File: src/hdl/lszm_pkg.sv
// shared types and constants for the lidar safety zone monitor
`default_nettype none

package lszm_pkg;

    // beam table depth and its address width
    localparam int BEAMS  = 1024;
    localparam int ADDR_W = $clog2(BEAMS);

    // field widths
    localparam int BEAM_W   = 10;
    localparam int DIST_W   = 16;
    localparam int HITS_W   = 10;
    localparam int WINDOW_W = 11;
    localparam int HLIM_W   = 8;
    localparam int WLIM_W   = 10;
    localparam int LIMIT_W  = 2 * DIST_W;

    // saturation value of a window counter
    localparam logic [WINDOW_W-1:0] WINDOW_MAX = {WINDOW_W{1'b1}};

    // register reset values
    localparam logic [HLIM_W-1:0] HIT_LIMIT_RST    = 8'd20;
    localparam logic [WLIM_W-1:0] WINDOW_LIMIT_RST = 10'd300;
    localparam logic [DIST_W-1:0] NEAR_FLOOR_RST   = 16'd200;
    localparam logic [DIST_W-1:0] RANGE_FLOOR_RST  = 16'd50;

    // item kinds carried on tuser
    typedef enum logic [1:0] {
        OP_LOAD   = 2'd0,
        OP_SAMPLE = 2'd1,
        OP_TOGGLE = 2'd2
    } op_t;

    // configuration register indexes
    typedef enum logic [1:0] {
        CFG_HIT_LIMIT    = 2'd0,
        CFG_WINDOW_LIMIT = 2'd1,
        CFG_NEAR_FLOOR   = 2'd2,
        CFG_RANGE_FLOOR  = 2'd3
    } cfg_reg_t;

    // zone machine states, also the reported zone status
    typedef enum logic [2:0] {
        ZONE_CLEAR      = 3'd0,
        ZONE_INSIDE     = 3'd1,
        ZONE_LEAVING    = 3'd2,
        ZONE_OUTER_SEEN = 3'd3,
        ZONE_MANUAL     = 3'd4
    } zone_t;

    // per-sample control of one ghost filter
    typedef struct packed {
        logic step;
        logic hit;
        logic may_clear;
        logic scan_end;
    } zf_ctrl_t;

    // events that drive the zone machine
    typedef struct packed {
        logic scan_end;
        logic toggle;
        logic load_last;
        logic inner_fired;
        logic outer_fired;
    } fsm_ctrl_t;

    // decision reported at a scan end
    typedef struct packed {
        logic  can_move;
        logic  stop_changed;
        zone_t zone_status;
    } fsm_result_t;

endpackage

`default_nettype wire

File: src/hdl/lszm_zone_filter.sv
// ghost filter of one zone: hit count, window count and fired flag
`default_nettype none

module lszm_zone_filter
(
    input  wire logic                          clk,
    input  wire logic                          rst_n,
    input  wire lszm_pkg::zf_ctrl_t            ctrl,
    input  wire logic [lszm_pkg::HLIM_W-1:0]   hit_limit,
    input  wire logic [lszm_pkg::WLIM_W-1:0]   window_limit,
    output logic                               fired
);

    logic [lszm_pkg::HITS_W-1:0]   hits_reg;
    logic [lszm_pkg::HITS_W-1:0]   hits_next;
    logic [lszm_pkg::WINDOW_W-1:0] window_reg;
    logic [lszm_pkg::WINDOW_W-1:0] window_next;
    logic                          fired_reg;
    logic                          fired_next;
    logic [lszm_pkg::HITS_W-1:0]   hits_upd;
    logic [lszm_pkg::HITS_W-1:0]   hits_sample;
    logic [lszm_pkg::WINDOW_W-1:0] window_sample;
    logic                          fired_sample;
    logic [lszm_pkg::HITS_W-1:0]   hit_limit_ext;
    logic [lszm_pkg::WINDOW_W-1:0] window_limit_ext;

    assign hit_limit_ext    = lszm_pkg::HITS_W'(hit_limit);
    assign window_limit_ext = lszm_pkg::WINDOW_W'(window_limit);
    assign hits_upd         = hits_reg + lszm_pkg::HITS_W'(ctrl.hit);

    // sample update: fire on a hit above the limit, else count, then restart or age the window
    always_comb
    begin
        hits_sample   = hits_reg;
        window_sample = window_reg;
        fired_sample  = fired_reg;
        if (ctrl.step && !fired_reg)
        begin
            if (ctrl.hit && (hits_reg > hit_limit_ext))
            begin
                fired_sample = 1'b1;
            end
            else
            begin
                hits_sample = hits_upd;
                if (ctrl.may_clear && (window_reg > window_limit_ext)
                    && (hits_upd < hit_limit_ext))
                begin
                    hits_sample   = '0;
                    window_sample = lszm_pkg::WINDOW_W'(1);
                end
                else if (window_reg != lszm_pkg::WINDOW_MAX)
                begin
                    window_sample = window_reg + lszm_pkg::WINDOW_W'(1);
                end
            end
        end
    end

    // scan end clears the filter after its last sample
    always_comb
    begin
        hits_next   = hits_sample;
        window_next = window_sample;
        fired_next  = fired_sample;
        if (ctrl.step && ctrl.scan_end)
        begin
            hits_next   = '0;
            window_next = '0;
            fired_next  = 1'b0;
        end
    end

    always_ff @(posedge clk or negedge rst_n)
    begin
        if (!rst_n)
        begin
            hits_reg   <= '0;
            window_reg <= '0;
            fired_reg  <= 1'b0;
        end
        else
        begin
            hits_reg   <= hits_next;
            window_reg <= window_next;
            fired_reg  <= fired_next;
        end
    end

    // fired flag including the current sample, for the scan end decision
    assign fired = fired_sample;

endmodule

`default_nettype wire

File: config.mk
export PLATFORM = sky130hd
export DESIGN_NAME = lszm_zone_filter
export DESIGN_NICKNAME = d
export VERILOG_FILES = /design/src/hdl/lszm_pkg.sv /design/src/hdl/lszm_zone_filter.sv
export SDC_FILE = /design/constraint.sdc
export NUM_CORES = 1
export LEC_CHECK = 0
export ABC_AREA = 1
export BUFFER_PORTS_ARGS = -buffer_cell sky130_fd_sc_hd__buf_2
export CORE_MARGIN = 4
export CORE_UTILIZATION = 25
export CTS_CLUSTER_SIZE = 14
export DETAILED_ROUTE_END_ITERATION = 12
export PLACE_DENSITY = 0.39
export SKIP_LAST_GASP = 1
export SYNTH_ARGS = -nofsm -noshare
export SYNTH_HDL_FRONTEND = slang
export SYNTH_SLANG_ARGS = --single-unit
export TNS_END_PERCENT = 1
File: constraint.sdc
create_clock -name clk -period 3.4 [get_ports clk]
set_clock_uncertainty 0.05 [all_clocks]
set_input_delay 0.34 -clock clk [delete_from_list [all_inputs] [get_ports clk]]
set_output_delay 0.34 -clock clk [all_outputs]
set_load 0.02 [all_outputs]
# After elaboration in Yosys (flattened, before gate mapping)
# Cells that the tools add are included.
[word_totals]
word_cells = 32
reg_bits = 22
[classes]
n_addsub = 2
mux = 12
eq_ne = 2
reduce_logical = 10
order_cmp = 3
[ops]
columns = ["op", "count"]
rows = [
  ["$mux W11", 5],
  ["$mux W10", 4],
  ["$add A11 B1 Y11 const B", 1],
  ["$gt A11 B10 Y1", 1],
  ["$ne A11 B11 Y1 const B", 1],
  ["$add A10 B1 Y10", 1],
  ["$gt A10 B8 Y1", 1],
  ["$lt A10 B8 Y1", 1],
  ["$logic_and A1 B1 Y1", 5],
  ["$mux W1", 3],
  ["$reduce_and A3 Y1", 1],
  ["$reduce_bool A3 Y1", 1],
  ["$ne A2 B1 Y1 const B", 1],
  ["$reduce_and A2 Y1", 1],
  ["$reduce_bool A2 Y1", 1],
  ["$logic_not A1 Y1", 1],
]

# Logic depth before layout (Yosys ltp)
[logic_depth]
word_depth = 7
depth_mapped = 18
ltp_nobuf = 17

# Worst setup path before layout
# Ideal clock, no wire load.
[synth_path]
path_type = "register to register"
start = "register hits_reg[0] (netlist bit)"
end = "register window_reg[4] (netlist bit)"
period_less_slack_ns = 2.389
setup_slack_ns = 1.011
required_time_ns = 3.233
stages_incl_launch_ff = 18
arrival_ns = 2.222
path_cell_list = "dfrtp_1 ha_1 ha_1 nand3_2 xor2_1 inv_1 ha_1 nand2_1 inv_1 a21oi_1 nand2_1 nand2_1 nand3_2 nor2_2 nor2_4 buf_4 nand4_1 nand2_1"
[synth_via]
elab_chain_len = 7
elab_cells_between_ends = 12
cone_classes = "1 x add/sub; 2 x order compare; 1 x eq/ne; 4 x mux; 4 x reduce/logical"
[synth_rtl]
columns = ["element", "line_no", "rtl"]
rows = [
  ["start: declaration", "lszm_zone_filter.sv:14", "logic [lszm_pkg::HITS_W-1:0] hits_reg;"],
  ["start signal: assignment", "lszm_zone_filter.sv:84", "hits_reg <= hits_next;"],
  ["$add A10 B1 Y10", "lszm_zone_filter.sv:29", "assign hits_upd = hits_reg + lszm_pkg::HITS_W'(ctrl.hit);"],
  ["$lt A10 B8 Y1", "lszm_zone_filter.sv:47", "&& (hits_upd < hit_limit_ext))"],
  ["$logic_and A1 B1 Y1", "lszm_zone_filter.sv:47", ""],
  ["$mux W11", "lszm_zone_filter.sv:46", "if (ctrl.may_clear && (window_reg > window_limit_ext)"],
  ["$mux W11", "lszm_zone_filter.sv:39", "if (ctrl.hit && (hits_reg > hit_limit_ext))"],
  ["$mux W11", "lszm_zone_filter.sv:37", "if (ctrl.step && !fired_reg)"],
  ["$mux W11", "lszm_zone_filter.sv:66", "if (ctrl.step && ctrl.scan_end)"],
  ["end signal: assignment", "lszm_zone_filter.sv:85", "window_reg <= window_next;"],
  ["end: declaration", "lszm_zone_filter.sv:16", "logic [lszm_pkg::WINDOW_W-1:0] window_reg;"],
]
# Parallel ways exist; a longest one is shown, timed or not. The select of a mux whose other input is x is not followed.
# A chain may end at the register's enable or synchronous reset.

# Worst setup path in the final report
[layout_path]
start = "register hits_reg[0] (netlist bit)"
end = "register hits_reg[4] (netlist bit)"
[layout_via]
elab_chain_len = 7
elab_cells_between_ends = 11
cone_classes = "1 x add/sub; 2 x order compare; 1 x eq/ne; 4 x mux; 3 x reduce/logical"
[layout_rtl]
columns = ["element", "line_no"]
rows = [
  ["$add A10 B1 Y10", "lszm_zone_filter.sv:29"],
  ["$lt A10 B8 Y1", "lszm_zone_filter.sv:47"],
  ["$logic_and A1 B1 Y1", "lszm_zone_filter.sv:47"],
  ["$mux W10", "lszm_zone_filter.sv:46"],
  ["$mux W10", "lszm_zone_filter.sv:39"],
  ["$mux W10", "lszm_zone_filter.sv:37"],
  ["$mux W10", "lszm_zone_filter.sv:66"],
]
# Parallel ways exist; a longest one is shown, timed or not. The select of a mux whose other input is x is not followed.

==> results.md <==
* Initial antenna violation count at 0
* Top cells by area, synth: dfrtp_1 (26%), ha_1 (17%), nand2_1 (16%)
* CP Cell Sequence: ha_1 > ha_1 > nand3_2 > xor2_1 > inv_1 > ha_1 > nand2_1 > nor2_1 > nand2_1 > nand2_1 > nand2_1 > nand3_2 > nor2_2 > nor2_4 > nand2_2 > o21ai_0
* Layout cells sized above 1 at between 10% and 20%
* Avg Inst Size Synth at around 6.8 um^2
* Final setup fails at 0
* Mapped cell area at ~2100 um^2
* Worst path most repeated cell: nand2_1
* Final-report max-slew violation count at 0
* Primary FF master, synth: dfrtp_1
* Worst endpoint data arrival time at 2880 ps
* CTS Buf Count at 3
* Tot GR Track Use at 11.1%
* Worst flop-to-flop path startpoint: hits_reg[0]$_DFFE_PN0P_
* Period utilization at 81.0%
* Worst-path maximum fanout at 14
* Worst slew margin at between 60% and 70%
* Crit. End Element: flop
* Startpoint type of the worst setup path: flop
* Wirelength per Cell at between 10 and 15 um
* TritonCTS clock tree: yes
* Comb pwr share at about a third
* Initial DRT Pass Iterations at 4
* Seq pwr share at 41.8%
* Worst EP required at roughly 3500 ps
* Chip Width at around 100 um
* Largest net degree at the start of global routing at 23
* CTS clock-pin slew for the worst setup and hold paths at 90 ps
* Site Rows at 33
* Count leader, synth: nand2_1
* Sw Pwr at 309 uW
* Initial core utilization at approximately a quarter
* Max IR drop VDD at 0.137 mV
* Worst hold path type: input port to async pin
* Vias/cell at 4.31
* Worst-margin pin slew at 563 ps
* Worst setup startpoint: hits_reg[0]$_DFFE_PN0P_
* PostCTS Resize Cnt at 0
* Total Wirelength at 5.31 mm
* Area grow syn2layout at 12.8%
* Die Area at between 10000 and 15000 um^2
* Detailed Place HPWL at 4.23 mm
* Final cell count without fillers at 446
* DRC errors left at 0
* Final Wtd Congestion at approximately 0.76
* Post-Syn Instances at 317
* Final Critical Period at around 2800 ps
* Seq/Total Area, Yosys at between 20% and 30%
* CTS H-tree lvls at 1
* Via count at just under 2000
* CTS root buf: clkbuf_8
* Drt initial violations at 33
* Count of warnings emitted by yosys at 0
* Worst skew pair latency at 260 ps
* Hold buffers post-CTS at 0
* Clock Path Buffers at 2
* IO Pins at 25
* Static leakage at roughly 1.5 nW
* Power per standard cell area at 330 nW/um^2
* # port buffers at 24
* Syn nets at 370
* DIE HEIGHT at a little over 100 um
* Hold Fails Final Rpt at 0
* Clock power frac at 24.5%
* FMAX at around 0.36 GHz
* Yosys top cell area share at between 20% and 30%
* Synth Register Bits at 22
* Critical path class: flop to flop
* Max reg flops at 11
* First-pass GRT wire length at approximately 9 mm
* Ys async rst share at 100%
* Max-Cap Viols at 0
* ANT nets after route at 0
* Distinct cells, synth at 26
* Placed Instance Area at 2370 um^2
* Placed Instances at about 440
* Fin area at 2420 um^2
* Fillers at 942
* Core ar. at roughly 8300 um^2
* Top post-synthesis cells by count: nand2_1 (92), inv_1 (62), ha_1 (29)
* Layout Nets at a little under 400
* RSZ-0062 raised after global routing: false
* Clock sinks at 22
* Cell accounting for the most synthesized area: dfrtp_1
* Worst path slowest cell: dfrtp_1
* Max incr delay on CP at ~430 ps
* Antenna cell count at 0
* Total grt overflow at 0
* Status: completed
* Sw Share at approximately two fifths
* Post-CTS Setup Inserts at 0
* Final total negative setup slack at 0 ps
* Cell internal pwr at 491 uW
* Number of global-route vias before repair at 1849
* Layout Utilization at 29.2%
* Post-synth EDFFs at 0
-- cell usage in the layout (no fill, tap or decap), types with 3 or more instances in the layout --
cell type,instances
nand2_1,92
inv_1,62
ha_1,29
buf_2,24
nand3_1,23
dfrtp_1,22
nor2_1,17
nand4_1,15
o21ai_0,12
xor2_1,7
a21oi_1,7
nand2_2,5
nor2_2,5
clkbuf_8,4
nor2_4,3
nand3_2,3
inv_2,3
-- logic make-up (layout without fill, tap and decap cells) --
| logic type | after synthesis | in the layout | share of synthesized area (%) |
|---|---|---|---|
| AO/OA/AOI/OAI | 22 | 22 | 5.42 |
| XOR/XNOR | 7 | 7 | 2.85 |
| adder cells (fa/ha/maj) | 29 | 29 | 16.9 |
| buffers and inverters | 69 | 93 | 12.8 |
| flip-flops | 22 | 22 | 25.6 |
| AND/OR/NAND/NOR | 168 | 168 | 36.4 |
-- worst max-delay path, delay by kind of cell, from the launching register on --
family,cells,cell delay [ps]
compound gates,1,200
xor+xnor,1,220
flops,1,430
buf+inv,1,70
fa+ha+maj,3,680
simple gates,10,1010
-- final cells by class --
class                   instances  area (um^2)  share of cell area, %
clock buffers                   4         55.1                   2.27
flip-flops and latches         22          551                   22.7
repair buffers                 24          120                   4.96
inverters                      65          244                   10.1
multi-input cells             226         1320                   54.6
well taps                     105          131                   5.42
-- power groups by stage --
stage | sequential (mW) | clock, mW | combinational (mW)
2_1_floorplan | 0.322 | 0 | 0.204
5_1_grt | 0.340 | 0.212 | 0.324
3_5_place_dp | 0.340 | 0 | 0.276
3_3_place_gp | 0.341 | 0 | 0.276
6_report | 0.335 | 0.196 | 0.269
4_1_cts | 0.335 | 0.202 | 0.277
-- through the flow --
stage / hold WS [ps] / power, mW / worst slack (ps)
2_1_floorplan: -5.59 / 0.527 / 1010
5_1_grt: 36.7 / 0.875 / 340
3_5_place_dp: 310 / 0.616 / 534
3_3_place_gp: 322 / 0.618 / 519
6_report: 4.99 / 0.800 / 645
4_1_cts: 16.3 / 0.815 / 598
-- routing by layer --
layer  GRT usage, %  vias to the layer above  wire (um)
met3           1.18                        2        209
met5              0                        -          0
met4           2.18                        0         22
met2           18.9                       33       2540
met1           15.2                      841       2540
li1               -                     1046          -
-- path summary, 6_finish.rpt --
check	to	slack [ps]	depth (start not counted)
max in group asynchronous	window_reg[10]$_DFFE_PN0P_	2920	1
worst max register to register	hits_reg[4]$_DFFE_PN0P_	650	16
worst max-delay path	hits_reg[4]$_DFFE_PN0P_	650	16
min in group clk	fired_reg$_DFF_PN0_	350	3
worst min register to register	hits_reg[9]$_DFFE_PN0P_	480	2
worst min-delay path	fired_reg$_DFF_PN0_	5	1
Power figures use the tool's default switching activity.
