### src/hdl/lszm_pkg.sv
// shared types and constants for the lidar safety zone monitor
`default_nettype none

package lszm_pkg;

    // beam table depth and its address width
    localparam int BEAMS  = 1024;
    localparam int ADDR_W = $clog2(BEAMS);

    // field widths
    localparam int BEAM_W   = 10;
    localparam int DIST_W   = 16;
    localparam int HITS_W   = 10;
    localparam int WINDOW_W = 11;
    localparam int HLIM_W   = 8;
    localparam int WLIM_W   = 10;
    localparam int LIMIT_W  = 2 * DIST_W;

    // saturation value of a window counter
    localparam logic [WINDOW_W-1:0] WINDOW_MAX = {WINDOW_W{1'b1}};

    // register reset values
    localparam logic [HLIM_W-1:0] HIT_LIMIT_RST    = 8'd20;
    localparam logic [WLIM_W-1:0] WINDOW_LIMIT_RST = 10'd300;
    localparam logic [DIST_W-1:0] NEAR_FLOOR_RST   = 16'd200;
    localparam logic [DIST_W-1:0] RANGE_FLOOR_RST  = 16'd50;

    // item kinds carried on tuser
    typedef enum logic [1:0] {
        OP_LOAD   = 2'd0,
        OP_SAMPLE = 2'd1,
        OP_TOGGLE = 2'd2
    } op_t;

    // configuration register indexes
    typedef enum logic [1:0] {
        CFG_HIT_LIMIT    = 2'd0,
        CFG_WINDOW_LIMIT = 2'd1,
        CFG_NEAR_FLOOR   = 2'd2,
        CFG_RANGE_FLOOR  = 2'd3
    } cfg_reg_t;

    // zone machine states, also the reported zone status
    typedef enum logic [2:0] {
        ZONE_CLEAR      = 3'd0,
        ZONE_INSIDE     = 3'd1,
        ZONE_LEAVING    = 3'd2,
        ZONE_OUTER_SEEN = 3'd3,
        ZONE_MANUAL     = 3'd4
    } zone_t;

    // per-sample control of one ghost filter
    typedef struct packed {
        logic step;
        logic hit;
        logic may_clear;
        logic scan_end;
    } zf_ctrl_t;

    // events that drive the zone machine
    typedef struct packed {
        logic scan_end;
        logic toggle;
        logic load_last;
        logic inner_fired;
        logic outer_fired;
    } fsm_ctrl_t;

    // decision reported at a scan end
    typedef struct packed {
        logic  can_move;
        logic  stop_changed;
        zone_t zone_status;
    } fsm_result_t;

endpackage

`default_nettype wire

### src/hdl/lszm_scan_fsm.sv
// zone machine: manual toggle, table ready flag and the move or stop decision
`default_nettype none

module lszm_scan_fsm
(
    input  wire logic                  clk,
    input  wire logic                  rst_n,
    input  wire lszm_pkg::fsm_ctrl_t   ctrl,
    output lszm_pkg::zone_t            zone_state,
    output lszm_pkg::fsm_result_t      result
);

    lszm_pkg::zone_t state_reg;
    lszm_pkg::zone_t state_next;
    logic            last_stop_reg;
    logic            last_stop_next;
    logic            tables_ready_reg;
    logic            tables_ready_next;
    lszm_pkg::zone_t dec_state;
    logic            dec_stop;
    logic            decide;

    // a decision is taken at a scan end outside manual mode once tables are loaded
    assign decide = ctrl.scan_end && (state_reg != lszm_pkg::ZONE_MANUAL) && tables_ready_reg;

    // decision from the fired flags
    always_comb
    begin
        dec_state = state_reg;
        dec_stop  = 1'b0;
        if (ctrl.inner_fired)
        begin
            dec_stop = 1'b1;
            if ((state_reg == lszm_pkg::ZONE_LEAVING) || (state_reg == lszm_pkg::ZONE_OUTER_SEEN))
            begin
                dec_state = lszm_pkg::ZONE_INSIDE;
            end
        end
        else if (state_reg == lszm_pkg::ZONE_INSIDE)
        begin
            dec_state = lszm_pkg::ZONE_LEAVING;
            dec_stop  = 1'b1;
        end
        else if (ctrl.outer_fired)
        begin
            if (state_reg == lszm_pkg::ZONE_LEAVING)
            begin
                dec_stop = 1'b1;
            end
            else if (state_reg == lszm_pkg::ZONE_CLEAR)
            begin
                dec_state = lszm_pkg::ZONE_OUTER_SEEN;
            end
            else
            begin
                dec_state = lszm_pkg::ZONE_CLEAR;
            end
        end
        else if (state_reg == lszm_pkg::ZONE_OUTER_SEEN)
        begin
            dec_state = lszm_pkg::ZONE_CLEAR;
        end
    end

    // next state
    always_comb
    begin
        state_next        = state_reg;
        last_stop_next    = last_stop_reg;
        tables_ready_next = tables_ready_reg;
        if (ctrl.toggle)
        begin
            state_next = (state_reg == lszm_pkg::ZONE_MANUAL) ? lszm_pkg::ZONE_CLEAR
                                                               : lszm_pkg::ZONE_MANUAL;
        end
        if (ctrl.load_last)
        begin
            tables_ready_next = 1'b1;
        end
        if (decide)
        begin
            state_next     = dec_state;
            last_stop_next = dec_stop;
        end
    end

    // outputs
    always_comb
    begin
        result.can_move     = 1'b0;
        result.stop_changed = 1'b0;
        result.zone_status  = state_reg;
        if (state_reg == lszm_pkg::ZONE_MANUAL)
        begin
            result.can_move = 1'b1;
        end
        else if (tables_ready_reg)
        begin
            result.can_move     = !dec_stop;
            result.stop_changed = (dec_stop != last_stop_reg);
            result.zone_status  = dec_state;
        end
    end

    always_ff @(posedge clk or negedge rst_n)
    begin
        if (!rst_n)
        begin
            state_reg        <= lszm_pkg::ZONE_CLEAR;
            last_stop_reg    <= 1'b0;
            tables_ready_reg <= 1'b0;
        end
        else
        begin
            state_reg        <= state_next;
            last_stop_reg    <= last_stop_next;
            tables_ready_reg <= tables_ready_next;
        end
    end

    assign zone_state = state_reg;

endmodule

`default_nettype wire

### config.mk
export PLATFORM = sky130hd
export DESIGN_NAME = lszm_scan_fsm
export DESIGN_NICKNAME = d
export VERILOG_FILES = /design/src/hdl/lszm_pkg.sv /design/src/hdl/lszm_scan_fsm.sv
export SDC_FILE = /design/constraint.sdc
export NUM_CORES = 1
export LEC_CHECK = 0
export BUFFER_PORTS_ARGS = -buffer_cell sky130_fd_sc_hd__buf_4
export CORE_UTILIZATION = 30
export CTS_CLUSTER_DIAMETER = 50
export DETAILED_ROUTE_END_ITERATION = 7
export GPL_TIMING_DRIVEN = 0
export PLACE_DENSITY_LB_ADDON = 0.2
export SETUP_SLACK_MARGIN = 0.02
export SYNTH_ARGS = -nofsm -noshare
export SYNTH_HDL_FRONTEND = slang
export SYNTH_SLANG_ARGS = --single-unit
### constraint.sdc
create_clock -name clk -period 2.8 [get_ports clk]
set_input_delay 0 -clock clk [delete_from_list [all_inputs] [get_ports clk]]
set_output_delay 0 -clock clk [all_outputs]
set_load 0.005 [all_outputs]
After elaboration in Yosys (flattened, before gate mapping):

Cells that the tools add are included.

* eq/ne operators: 6
* mux-type cells: 17
* reductions and logical operators: 6

Operators with widths (number)
* $mux W3: 9
* $eq A3 B2 Y1 const B: 2
* $mux W1: 5
* $mux W5: 1
* $mux W4: 1
* $eq A3 B1 Y1 const B: 1
* $eq A3 B3 Y1 const B: 1
* $logic_not A3 Y1: 1
* $ne A3 B3 Y1 const B: 1
* $logic_and A1 B1 Y1: 2
* $mux W2: 1
* $reduce_bool A2 Y1: 1
* $logic_not A1 Y1: 1
* $logic_or A1 B1 Y1: 1
* $ne A1 B1 Y1: 1

* flip-flop bits (word level): 5
* input port bits: 7
* output and inout bits: 8
* logic and storage cells: 32

Depth between registers and ports, before layout:

Gate-level depths: netlist of run 1.

* depth in word-level cells: 8
* gate-level depth with buffers: 4
* gate-level depth less buffers: 3

Least setup slack after synthesis of run 1:

Ideal clock, no wire load.

* path kind: register -> register
* from: reg state_reg[0], in the netlist zone_state[0]
* to: reg state_reg[0], in the netlist zone_state[0]
* library setup time: 0.127 ns
* data arrival time: 1.260 ns
* required time: 2.673 ns
* path slack: 1.413 ns
* stages on the path, launching flop included: 5
* buffers on the path: 1
* period minus slack after synthesis: 1.387 ns
* path through: dfrtp_1 -> buf_2 -> nor2_1 -> a21oi_1 -> a311o_2

* cells in the longest elaborated chain, start to end: 7
* elaborated cells between the ends (all ways): 17
* those cells by class: eq/ne (4); mux (8); reduce/logical (5)

RTL lines
* from (decl): RTL line lszm_scan_fsm.sv:13 `lszm_pkg::zone_t state_reg;`
* from (signal assigned): RTL line lszm_scan_fsm.sv:109 `state_reg <= lszm_pkg::ZONE_CLEAR;`
* from (signal assigned): RTL line lszm_scan_fsm.sv:115 `state_reg <= state_next;`
* $logic_not A3 Y1: RTL line lszm_scan_fsm.sv:50 `else if (state_reg == lszm_pkg::ZONE_CLEAR)`
* $mux W2: RTL line lszm_scan_fsm.sv:50
* $mux W3: RTL line lszm_scan_fsm.sv:46 `if (state_reg == lszm_pkg::ZONE_LEAVING)`
* $mux W3: RTL line lszm_scan_fsm.sv:44 `else if (ctrl.outer_fired)`
* $mux W3: RTL line lszm_scan_fsm.sv:39 `else if (state_reg == lszm_pkg::ZONE_INSIDE)`
* $mux W3: RTL line lszm_scan_fsm.sv:31 `if (ctrl.inner_fired)`
* $mux W3: RTL line lszm_scan_fsm.sv:80 `if (decide)`

Several ways; a longest one is shown, not always the timed one.
A chain may end at the register's enable or synchronous reset.

==> summary.md, run 1 <==
| Metric | Value |
|---|---|
| Worst setup slack after layout | `1020 ps` |
| Number of cells traversed by the worst hold path | `3` |
| Per-instance average area after synthesis | `8.25 um^2` |
| Critical Path Fanout Max | `10` |
| Arrival time worst endpoint | `1780 ps` |
| Worst Path Class, Setup | `reg2out` |
| DRC viols | `0` |
| Power density cells | `873 mW/mm^2` |
| Clock network latency to the later pin of the worst-skew pair | `240 ps` |
| CP max stage delay | `470 ps` |
| Crit path max-delay cell type | `sky130_fd_sc_hd__a311oi_1` |
| Largest cells by area after synthesis | `sky130_fd_sc_hd__dfrtp_1 31%, sky130_fd_sc_hd__mux2i_1 7.4%, sky130_fd_sc_hd__a21oi_1 6.2%` |
| Count of port buffers added during placement | `14` |
| Most frequently used flop master after synthesis | `sky130_fd_sc_hd__dfrtp_1` |
| Crit share post-route | `63.7%` |
| Shortest period the worst path allows | `1780 ps` |
| Transition time of the tightest slew-check pin | `517 ps` |
| Setup-failing EPs final | `0` |
| H-tree depth | `1` |
| Final total negative setup slack | `0 ps` |
| Crit end category | `primary output` |
| Net count reported at finish | `77` |
| Startpoint type of the worst setup path | `flop` |
| Most frequent cells after synthesis | `5 x sky130_fd_sc_hd__a21oi_1, 5 x sky130_fd_sc_hd__dfrtp_1, 4 x sky130_fd_sc_hd__nand2_1` |
| Total routing usage reported by global routing | `16.0%` |
| Number of primary I/O pins | `15` |
| Sequential-to-total area share from yosys stat | `31.0%` |
| Max-slew violation total from the final report | `0` |
| Routability cong. | `0.775` |
| Synthesized instance count | `49` |
| Xor and xnor fraction of the mapped netlist area | `0%` |
| Full die area | `0.00150 mm^2` |
| Post-place instance area | `527 um^2` |
| Buffer type at the clock tree root | `sky130_fd_sc_hd__clkbuf_4` |
| Synth Area in Adders | `0%` |
| Die boundary width | `38.7 um` |
| Launch instance of the worst min-delay path | `ctrl[3]` |
| Cell type contributing the most total cell area after synthesis | `sky130_fd_sc_hd__dfrtp_1` |
| Placeable core region | `0.00117 mm^2` |
| Mean routed wirelength per cell | `11.4 um` |
| Worst Hold Class | `in2reg` |
| CTS tree | `built` |
| Worst slack, placed | `1240 ps` |
| Post-CTS resize count | `0` |
| Longest Clk Path Bufs | `2` |
| Peak clock frequency supported by timing | `560 MHz` |
| Synth-to-layout area growth | `41.8%` |
| Total global routing overflow | `0` |
| Total Power | `500 uW` |
| Source of the worst register-to-register timing path | `zone_state[1]$_DFFE_PN0P_` |
| Post-synthesis simple-gate area fraction | `25.7%` |
| Routed via count divided by cell count | `5.11` |
| Largest family of logic cells by synthesized area | `compound AO/OA/AOI/OAI gates` |
| Effective utilization at floorplan | `34.5%` |
| Share of cell area taken by muxes after synthesis | `7.43%` |
| Final setup skew | `7.53 ps` |
| Clock Pin Slew Worst Setup and Hold Paths | `50 ps` |
| Buffer count from post-CTS setup fixing | `0` |
| Async set or reset register ratio after synthesis | `100%` |
| Core occupancy in the finished layout | `48.9%` |
| Compound-cell area share of the yosys netlist | `28.5%` |
| Final Instance Area | `573 um^2` |
| Hold Path End | `zone_state[1]$_DFFE_PN0P_` |
| Sequence of cells on the critical path | `buf_2 -> nor3b_1 -> a311oi_1 -> mux2i_1 -> buf_4` |
| FF-to-FF path depth | `4` |
| Detailed-routing iteration count for the pre-antenna-repair pass | `4` |
| Setup repair after global routing missed its margin | `false` |
| Num CTS Buffers | `3` |
| Layout cell share with drive strength beyond 1 | `33.3%` |
| IR Drop Worst-Case VDD | `0.000443 V` |
| Flip-flop and latch count after synthesis | `5` |
| Vias in the first global route | `368` |
| Max-capacitance violation count | `0` |
| Worst r2r dst | `zone_state[0]$_DFFE_PN0P_` |
| Vias post-DR | `424` |
| FP Rows | `12` |
| Sinks on Clock Net | `5` |
| Post-synthesis cell type count | `27` |
| Critical Path RT | `2800 ps` |
| Dpl hpwl | `700 um` |
| Synthesized netlist net count | `56` |
| Flip-flop count of the largest register after layout | `3` |
| Total leakage power | `0.276 nW` |
| Number of synthesis warnings | `0` |
| Antenna diodes | `0` |
| Global-route wire length before repair | `1610 um` |
| Number of antenna violations at the first check in global routing | `0` |
| Number of nets still failing antenna checks after routing | `0` |
| Largest net degree at the start of global routing | `11` |
| Height of the die | `38.7 um` |
| WL final | `947 um` |
| Post-synth EDFFs | `0` |
| Area of the mapped netlist | `404 um^2` |
| R2R Setup Slk | `1270 ps` |
| Status | `complete, no violations` |
| Slew headroom | `65.3%` |
| Initial drt markers | `5` |
| Endpoints failing hold | `0` |
| Fraction of post-synthesis cell area in the top cell type by area | `31.0%` |
==> what timing repair did <==
action                                  4_1_cts  5_1_grt
hold buffers                                  2        0
hold endpoints to repair                      6        0
endpoints found under the setup margin        0        0
==> kinds of logic (layout without fill, tap and decap cells) <==
kind of cell / Yosys count / in the layout
and+or+nand+nor: 18 / 18
AOI/OAI and AO/OA: 16 / 16
buffers and inverters: 7 / 27
DFF: 5 / 5
muxes: 3 / 3
==> how the worst max path moves through the flow <==
| stage | from | to | slack [ps] | depth (start not counted) |
|---|---|---|---|---|
| after detailed placement | zone_state[0]$_DFFE_PN0P_ | result[3] | 1240 | 5 |
| after global routing | zone_state[0]$_DFFE_PN0P_ | result[3] | 890 | 5 |
| final | zone_state[0]$_DFFE_PN0P_ | result[3] | 1020 | 5 |
| after floorplan | zone_state[0]$_DFFE_PN0P_ | zone_state[0]$_DFFE_PN0P_ | 1410 | 4 |
| after CTS | zone_state[0]$_DFFE_PN0P_ | result[3] | 970 | 5 |
| after global placement | zone_state[1]$_DFFE_PN0P_ | zone_state[0]$_DFFE_PN0P_ | 1250 | 4 |
==> cell usage in the layout (no fill, tap or decap), drive strengths merged <==
master and instances:
and3b 1, inv 3, a311oi 1, o21ai 1
nor2 2, a211oi 2, or2 1, nand3 2
a21oi 5, nor3b 1, a22o 2, nor2b 1
buf 17, and3 1, a311o 1, o211ai 1
o21a 1, nand2b 2, or3b 1, nand2 4
a211o 1, clkbuf 5, dfrtp 5, dlygate4sd3 2
mux2i 3, nor3 1, o22a 1, or4b 1
==> final cells by class <==
| class | count | area (um^2) |
|---|---|---|
| Fill cell | 120 | 598 |
| Multi-Input combinational cell | 37 | 249 |
| Sequential cell | 5 | 125 |
| Timing Repair Buffer | 16 | 125 |
| Clock buffer | 4 | 26.3 |
| Buffer | 4 | 18.8 |
| Tap cell | 14 | 17.5 |
| Inverter | 3 | 11.3 |
==> through the flow <==
step	hold slack (ps)	std cells
floorplan	-296	49
global placement	-198	77
detailed placement	-197	77
CTS	49.0	83
global route	81.1	83
finish	53.9	83
==> report_power, final <==
group	internal, mW	switching (mW)
clock network	0.0539	0.0291
logic	0.160	0.141
registers	0.0958	0.0202
==> critical path, delay by kind of cell (launching register included) <==
kind                   cells  cell delay (ps)
buffers and inverters      2              290
flip-flops                 1              380
AO/OA/AOI/OAI              1              470
multiplexers               1              240
AND/OR/NAND/NOR            1              150
==> layer usage <==
metal | GRT usage (%) | wire length [um] | vias to the layer above
li1 | - | - | 221
met1 | 21.7 | 478 | 192
met2 | 22.5 | 421 | 9
met3 | 5.20 | 38 | 2
met4 | 7.76 | 8 | 0
met5 | 0 | 0 | -
(Power assumes the default switching activity.)
==> run 2, diff against run 1 <==
==> constraint.sdc (replaced) <==
create_clock -name clk -period 1.6 [get_ports clk]
set_input_delay 0 -clock clk [delete_from_list [all_inputs] [get_ports clk]]
set_output_delay 0 -clock clk [all_outputs]
set_load 0.005 [all_outputs]
==> run 2 against run 1 <==
Compared with the run above: core utilization up 6.1 points; register-to-register slack worse by 1200 ps; clock-buffer cell count unchanged; cell area up 12%; sequential share of layout area down 2.4 points; clock skew down 2.0 ps; cell count up 7.2%; global-route usage up 1.4 points; non-clock buffer count up 6; largest power group unchanged; highest routed layer unchanged.
==> summary.md, run 2 (synthesized netlist as in run 1, its figures left out) <==
| Metric | Value |
|---|---|
| Status | `complete, no violations` |
| Transition time of the tightest slew-check pin | `415 ps` |
| Proportion of power drawn by the clock network | `14.4%` |
| Max-capacitance violation count | `0` |
| Worst r2r dst | `zone_state[0]$_DFFE_PN0P_` |
| Number of primary I/O pins | `15` |
| Vias in the first global route | `394` |
| Sinks on Clock Net | `5` |
| Height of the die | `38.7 um` |
| Net count reported at finish | `83` |
| Crit share post-route | `98.7%` |
| Final total negative setup slack | `0 ps` |
| Detailed-routing iteration count for the pre-antenna-repair pass | `4` |
| Endpoints failing hold | `0` |
| Peak clock frequency supported by timing | `633 MHz` |
| Antenna diodes | `0` |
| WL final | `1000 um` |
| Total global routing overflow | `0` |
| Final Instance Area | `644 um^2` |
| DRC viols | `0` |
| Total leakage power | `0.312 nW` |
| Net switching fraction of the power | `36.1%` |
| Largest net degree at the start of global routing | `11` |
| Synth-to-layout area growth | `59.4%` |
| Sequence of cells on the critical path | `or4b_1 -> a21oi_2 -> a22o_1 -> buf_4` |
| Logic pwr share | `64.7%` |
| Critical Path Start | `zone_state[0]$_DFFE_PN0P_` |
| FP Rows | `12` |
| Arrival time worst endpoint | `1580 ps` |
| Power density cells | `1540 mW/mm^2` |
| Sw power | `358 uW` |
| Dpl hpwl | `700 um` |
| Clock network latency to the later pin of the worst-skew pair | `240 ps` |
| Mean routed wirelength per cell | `11.3 um` |
| Routed via count divided by cell count | `5.11` |
| Shortest period the worst path allows | `1580 ps` |
| Final setup skew | `5.49 ps` |
| Capturing element of the worst setup path | `result[0]` |
| Vias post-DR | `455` |
| Die boundary width | `38.7 um` |
| Clock Pin Slew Worst Setup and Hold Paths | `40 ps` |
| Total routing usage reported by global routing | `17.5%` |
| Proportion of power drawn by flip-flops and latches | `20.9%` |
| H-tree depth | `1` |
| CTS tree | `built` |
| Layout cell share with drive strength beyond 1 | `42.7%` |
| Crit path max-delay cell type | `sky130_fd_sc_hd__or4b_1` |
| IR Drop Worst-Case VDD | `0.000701 V` |
| Worst Hold Class | `in2reg` |
| Initial drt markers | `3` |
| Setup repair after global routing missed its margin | `true` |
| Source of the worst register-to-register timing path | `zone_state[1]$_DFFE_PN0P_` |
| Startpoint type of the worst setup path | `flop` |
| Max-slew violation total from the final report | `0` |
| Buffer type at the clock tree root | `sky130_fd_sc_hd__clkbuf_4` |
| FF-to-FF path depth | `4` |
| Longest Clk Path Bufs | `2` |
| Crit end category | `primary output` |
| R2R Setup Slk | `100 ps` |
| Routability cong. | `0.775` |
| Global-route wire length before repair | `1760 um` |
| Count of port buffers added during placement | `14` |
| Effective utilization at floorplan | `34.5%` |
| Critical Path RT | `1600 ps` |
| Critical Path Fanout Max | `3` |
| Setup-failing EPs final | `0` |
| Int Power | `634 uW` |
| Highest-count cells in the layout ignoring fill and taps | `20 x sky130_fd_sc_hd__buf_4, 5 x sky130_fd_sc_hd__dfrtp_1, 4 x sky130_fd_sc_hd__nand2_1, 4 x sky130_fd_sc_hd__clkbuf_4, 4 x sky130_fd_sc_hd__a21oi_1` |
| Num CTS Buffers | `3` |
| Number of nets still failing antenna checks after routing | `0` |
| Flip-flop count of the largest register after layout | `3` |
| Worst Path Class, Setup | `reg2out` |
| CP max stage delay | `570 ps` |
| Post-place instance area | `527 um^2` |
| Leading cell type in the layout, fill and taps excluded | `sky130_fd_sc_hd__buf_4` |
| Number of antenna violations at the first check in global routing | `0` |
| Full die area | `0.00150 mm^2` |
| Placeable core region | `0.00117 mm^2` |
| Slew headroom | `72.3%` |
run 2: cell types whose count changed in the layout (fill, tap and decap cells not counted), sizes merged:
cell / before / now
buf: 17 / 23
run 2: how the worst min path moves through the flow:
stage,from,endpoint,slack (ps),depth (start not counted)
2_1_floorplan,rst_n,last_stop_reg$_DFFE_PN0P_,-300,0
3_3_place_gp,rst_n,tables_ready_reg$_DFFE_PN0P_,-200,1
3_5_place_dp,rst_n,tables_ready_reg$_DFFE_PN0P_,-200,1
4_1_cts,ctrl[3],zone_state[1]$_DFFE_PN0P_,50,3
5_1_grt,ctrl[3],zone_state[1]$_DFFE_PN0P_,80,3
6_report,ctrl[3],zone_state[1]$_DFFE_PN0P_,50,3
run 2: what timing repair did:
action / CTS / global route
cloned: 0 / 0
buffers inserted: 4 / 2
hold buffers: 2 / 0
setup endpoints to repair: 4 / 5
pin swaps: 2 / 0
hold endpoints to repair: 6 / 0
resized for setup: 7 / 1
run 2: cell type report:
type,instances,area (um^2)
repair buffers,22,170
well taps,14,17.5
inverters,3,11.3
flip-flops and latches,5,125
plain buffers,4,35.0
multi-input cells,37,259
clock buffers,4,26.3
fillers,113,527
run 2: metal layers:
metal	part of all wire, %	up-vias	track usage [%]
met3	4.2	2	5.20
met5	0	-	0
met2	47	13	24.2
li1	-	234	-
met1	48	206	24.5
met4	0.80	0	7.76
run 2: power groups by stage:
stage,combinational [mW],sequential [mW],clock [mW]
after floorplan,0.320,0.200,0
after global placement,0.518,0.203,0
after detailed placement,0.526,0.204,0
after CTS,0.605,0.204,0.148
after global routing,0.706,0.213,0.159
final,0.641,0.208,0.143
run 2: through the flow:
step	hold WS, ps	util [%]	cells	power, mW	worst slack, ps
after floorplan	-296	-	49	0.520	213
after global placement	-198	45.0	77	0.721	50.8
after detailed placement	-197	45.0	77	0.730	37.9
after CTS	49.0	53.4	87	0.957	12.0
after global routing	81.1	55.0	89	1.08	-66.9
final	54.6	55.0	89	0.992	21.0
run 2: worst max-delay path, delay by kind of cell, from the launching register on:
kind | cells | cell delay [ps]
buffers and inverters | 1 | 100
AO/OA/AOI/OAI | 2 | 280
AND/OR/NAND/NOR | 1 | 570
flip-flops | 1 | 390
==> run 3, diff against run 2 <==
--- a/config.mk
+++ b/config.mk
@@ -5,6 +5,7 @@
 export SDC_FILE = /design/constraint.sdc
 export NUM_CORES = 1
 export LEC_CHECK = 0
+export ABC_AREA = 1
 export BUFFER_PORTS_ARGS = -buffer_cell sky130_fd_sc_hd__buf_4
 export CORE_UTILIZATION = 30
 export CTS_CLUSTER_DIAMETER = 50
==> run 3 against run 2 <==
Compared with the run above: core utilization down 5.4 points; clock power about the same; critical path type unchanged; combinational power down 21%.
==> summary.md, run 3 <==
| Metric | Value |
|---|---|
| Largest family of logic cells by synthesized area | `simple AND/OR/NAND/NOR gates` |
| Die boundary width | `38.6 um` |
| CTS tree | `built` |
| Top-count cell post-synth | `sky130_fd_sc_hd__nand2_1` |
| Antenna diodes | `0` |
| Highest-count cells in the layout ignoring fill and taps | `24 x sky130_fd_sc_hd__nand2_1, 14 x sky130_fd_sc_hd__buf_4, 8 x sky130_fd_sc_hd__nand3_1` |
| Crit share post-route | `90.8%` |
| Post-synth EDFFs | `0` |
| Share of cell area taken by muxes after synthesis | `0%` |
| Synth-to-layout area growth | `44.5%` |
| Net count reported at finish | `92` |
| Area of the mapped netlist | `402 um^2` |
| Critical Path RT | `1600 ps` |
| Xor and xnor fraction of the mapped netlist area | `0%` |
| Crit end category | `primary output` |
| Flip-flop count of the largest register after layout | `3` |
| Max-capacitance violation count | `0` |
| Synth Area in Adders | `0%` |
| IR Drop Worst-Case VDD | `0.000767 V` |
| Sinks on Clock Net | `5` |
| Slew headroom | `79.1%` |
| Max-slew violation total from the final report | `0` |
| Number of antenna violations at the first check in global routing | `0` |
| Initial drt markers | `5` |
| Compound-cell area share of the yosys netlist | `10.9%` |
| Shortest period the worst path allows | `1450 ps` |
| Power density cells | `1530 mW/mm^2` |
| Arrival time worst endpoint | `1450 ps` |
| Worst Hold Class | `in2async` |
| Num CTS Buffers | `3` |
| Cell type contributing the most total cell area after synthesis | `sky130_fd_sc_hd__dfrtp_1` |
| Mean routed wirelength per cell | `8.88 um` |
| Global-route wire length before repair | `1440 um` |
| H-tree depth | `1` |
| Startpoint type of the worst setup path | `flop` |
| Number of primary I/O pins | `15` |
| Placeable core region | `0.00117 mm^2` |
| Sequential-to-total area share from yosys stat | `31.2%` |
| Post-synthesis cell type count | `13` |
| Dpl hpwl | `703 um` |
| Longest Clk Path Bufs | `2` |
| Setup repair after global routing missed its margin | `false` |
| Worst Path Class, Setup | `reg2out` |
| Endpoints failing hold | `0` |
| Clock network latency to the later pin of the worst-skew pair | `240 ps` |
| Total leakage power | `0.324 nW` |
| Buffer type at the clock tree root | `sky130_fd_sc_hd__clkbuf_4` |
| Fraction of post-synthesis cell area in the top cell type by area | `31.2%` |
| Transition time of the tightest slew-check pin | `313 ps` |
| Synthesized netlist net count | `70` |
| Routability cong. | `0.737` |
| Detailed-routing iteration count for the pre-antenna-repair pass | `2` |
| Flip-flop and latch count after synthesis | `5` |
| Most frequently used flop master after synthesis | `sky130_fd_sc_hd__dfrtp_1` |
| WL final | `870 um` |
| Critical Path Fanout Max | `7` |
| Final total negative setup slack | `0 ps` |
| Total routing usage reported by global routing | `13.9%` |
| Worst slack, placed | `394 ps` |
| Effective utilization at floorplan | `34.3%` |
| Most frequent cells after synthesis | `24 x sky130_fd_sc_hd__nand2_1, 8 x sky130_fd_sc_hd__nand3_1` |
| Leading cell type in the layout, fill and taps excluded | `sky130_fd_sc_hd__nand2_1` |
| Largest cells by area after synthesis | `sky130_fd_sc_hd__dfrtp_1 31%, sky130_fd_sc_hd__nand2_1 22%, sky130_fd_sc_hd__nand3_1 10%` |
| Per-instance average area after synthesis | `6.38 um^2` |
| Count of port buffers added during placement | `14` |
| Number of nets still failing antenna checks after routing | `0` |
| Worst setup slack after layout | `147 ps` |
| Clock Pin Slew Worst Setup and Hold Paths | `40 ps` |
| Full die area | `0.00149 mm^2` |
| Synthesized instance count | `63` |
| Setup-failing EPs final | `0` |
| Vias post-DR | `451` |
| Post-synthesis simple-gate area fraction | `47.7%` |
| Async set or reset register ratio after synthesis | `100%` |
| FP Rows | `12` |
| Layout cell share with drive strength beyond 1 | `31.0%` |
| Buffer count from post-CTS setup fixing | `0` |
| Fill cell count | `117` |
| DRC viols | `0` |
| Height of the die | `38.6 um` |
| Routed via count divided by cell count | `4.60` |
| Total global routing overflow | `0` |
| Vias in the first global route | `371` |
| Peak clock frequency supported by timing | `688 MHz` |
| Number of synthesis warnings | `0` |
| Status | `complete, no violations` |
| Largest net degree at the start of global routing | `9` |
| Final setup skew | `0.774 ps` |
-- run 3: cell types whose count changed after synthesis, moves of 2 or more --
| cell | previous run | this run |
|---|---|---|
| sky130_fd_sc_hd__a211oi_1 | 2 | 0 |
| sky130_fd_sc_hd__inv_2 | 0 | 5 |
| sky130_fd_sc_hd__nand3_1 | 2 | 8 |
| sky130_fd_sc_hd__nand4_1 | 0 | 2 |
| sky130_fd_sc_hd__a22o_1 | 2 | 0 |
| sky130_fd_sc_hd__nand2b_1 | 2 | 0 |
| sky130_fd_sc_hd__nand3_4 | 0 | 2 |
| sky130_fd_sc_hd__mux2i_1 | 3 | 0 |
| sky130_fd_sc_hd__o21ai_1 | 0 | 5 |
| sky130_fd_sc_hd__nand2_1 | 4 | 24 |
| sky130_fd_sc_hd__a21oi_1 | 5 | 0 |
| sky130_fd_sc_hd__inv_1 | 3 | 5 |
| sky130_fd_sc_hd__buf_2 | 3 | 0 |
-- run 3: area by class of cell --
| class | instances | area, um^2 | area share [%] |
|---|---|---|---|
| repair buffers | 17 | 135 | 23.3 |
| flip-flops and latches | 5 | 125 | 21.6 |
| multi-input cells | 47 | 235 | 40.5 |
| well taps | 14 | 17.5 | 3.02 |
| clock buffers | 4 | 26.3 | 4.53 |
| inverters | 11 | 41.3 | 7.11 |
-- run 3: final timing paths --
path	startpoint	end	slack, ps	depth (start not counted)
setup / recovery	zone_state[2]$_DFFE_PN0P_	result[3]	150	6
setup reg to reg	zone_state[0]$_DFFE_PN0P_	zone_state[2]$_DFFE_PN0P_	460	7
hold / removal	rst_n	zone_state[2]$_DFFE_PN0P_	100	2
hold reg to reg	last_stop_reg$_DFFE_PN0P_	last_stop_reg$_DFFE_PN0P_	560	2
max in group asynchronous	rst_n	last_stop_reg$_DFFE_PN0P_	1400	2
min in group clk	ctrl[4]	zone_state[2]$_DFFE_PN0P_	100	4
-- run 3: metrics by stage --
step / util (%) / std cells / total power [mW] / hold WS [ps] / instance area, um^2
after floorplan: - / 63 / 0.531 / -296 / 402
after global placement: 44.8 / 91 / 0.750 / -198 / 524
after detailed placement: 44.8 / 91 / 0.747 / -198 / 524
after CTS: 49.6 / 98 / 0.904 / 88.3 / 581
after global routing: 49.6 / 98 / 0.979 / 93.1 / 581
final: 49.6 / 98 / 0.888 / 97.6 / 581
-- run 3: layer usage --
layer	part of all wire, %	GRT usage, %	up-vias
li1	-	-	246
met1	51	20.2	193
met2	43	19.6	10
met3	3.2	1.73	2
met4	2.4	7.76	0
met5	0	0	-
-- run 3: logic make-up (layout without fill, tap and decap cells) --
logic type	Yosys count	in the layout
buffers and inverters	11	32
AOI/OAI and AO/OA	8	8
and+or+nand+nor	39	39
DFF	5	5
-- run 3: report_power, final --
part | internal (mW) | switching, mW
sequential | 0.170 | 0.0659
clock | 0.0941 | 0.0495
combinational | 0.247 | 0.262
total | 0.511 | 0.378
-- run 3: repair_timing --
action,CTS,global route
hold buffers,3,0
endpoints found under the hold margin,7,0
gates resized for setup,0,0
-- run 3: critical path: stages, from the launching register on --
cell	delay [ps]
sky130_fd_sc_hd__dfrtp_1	470
sky130_fd_sc_hd__nor2_1	200
sky130_fd_sc_hd__nand3_1	120
sky130_fd_sc_hd__nand2_1	130
sky130_fd_sc_hd__nand2_1	70
sky130_fd_sc_hd__a21oi_2	110
sky130_fd_sc_hd__buf_4	110
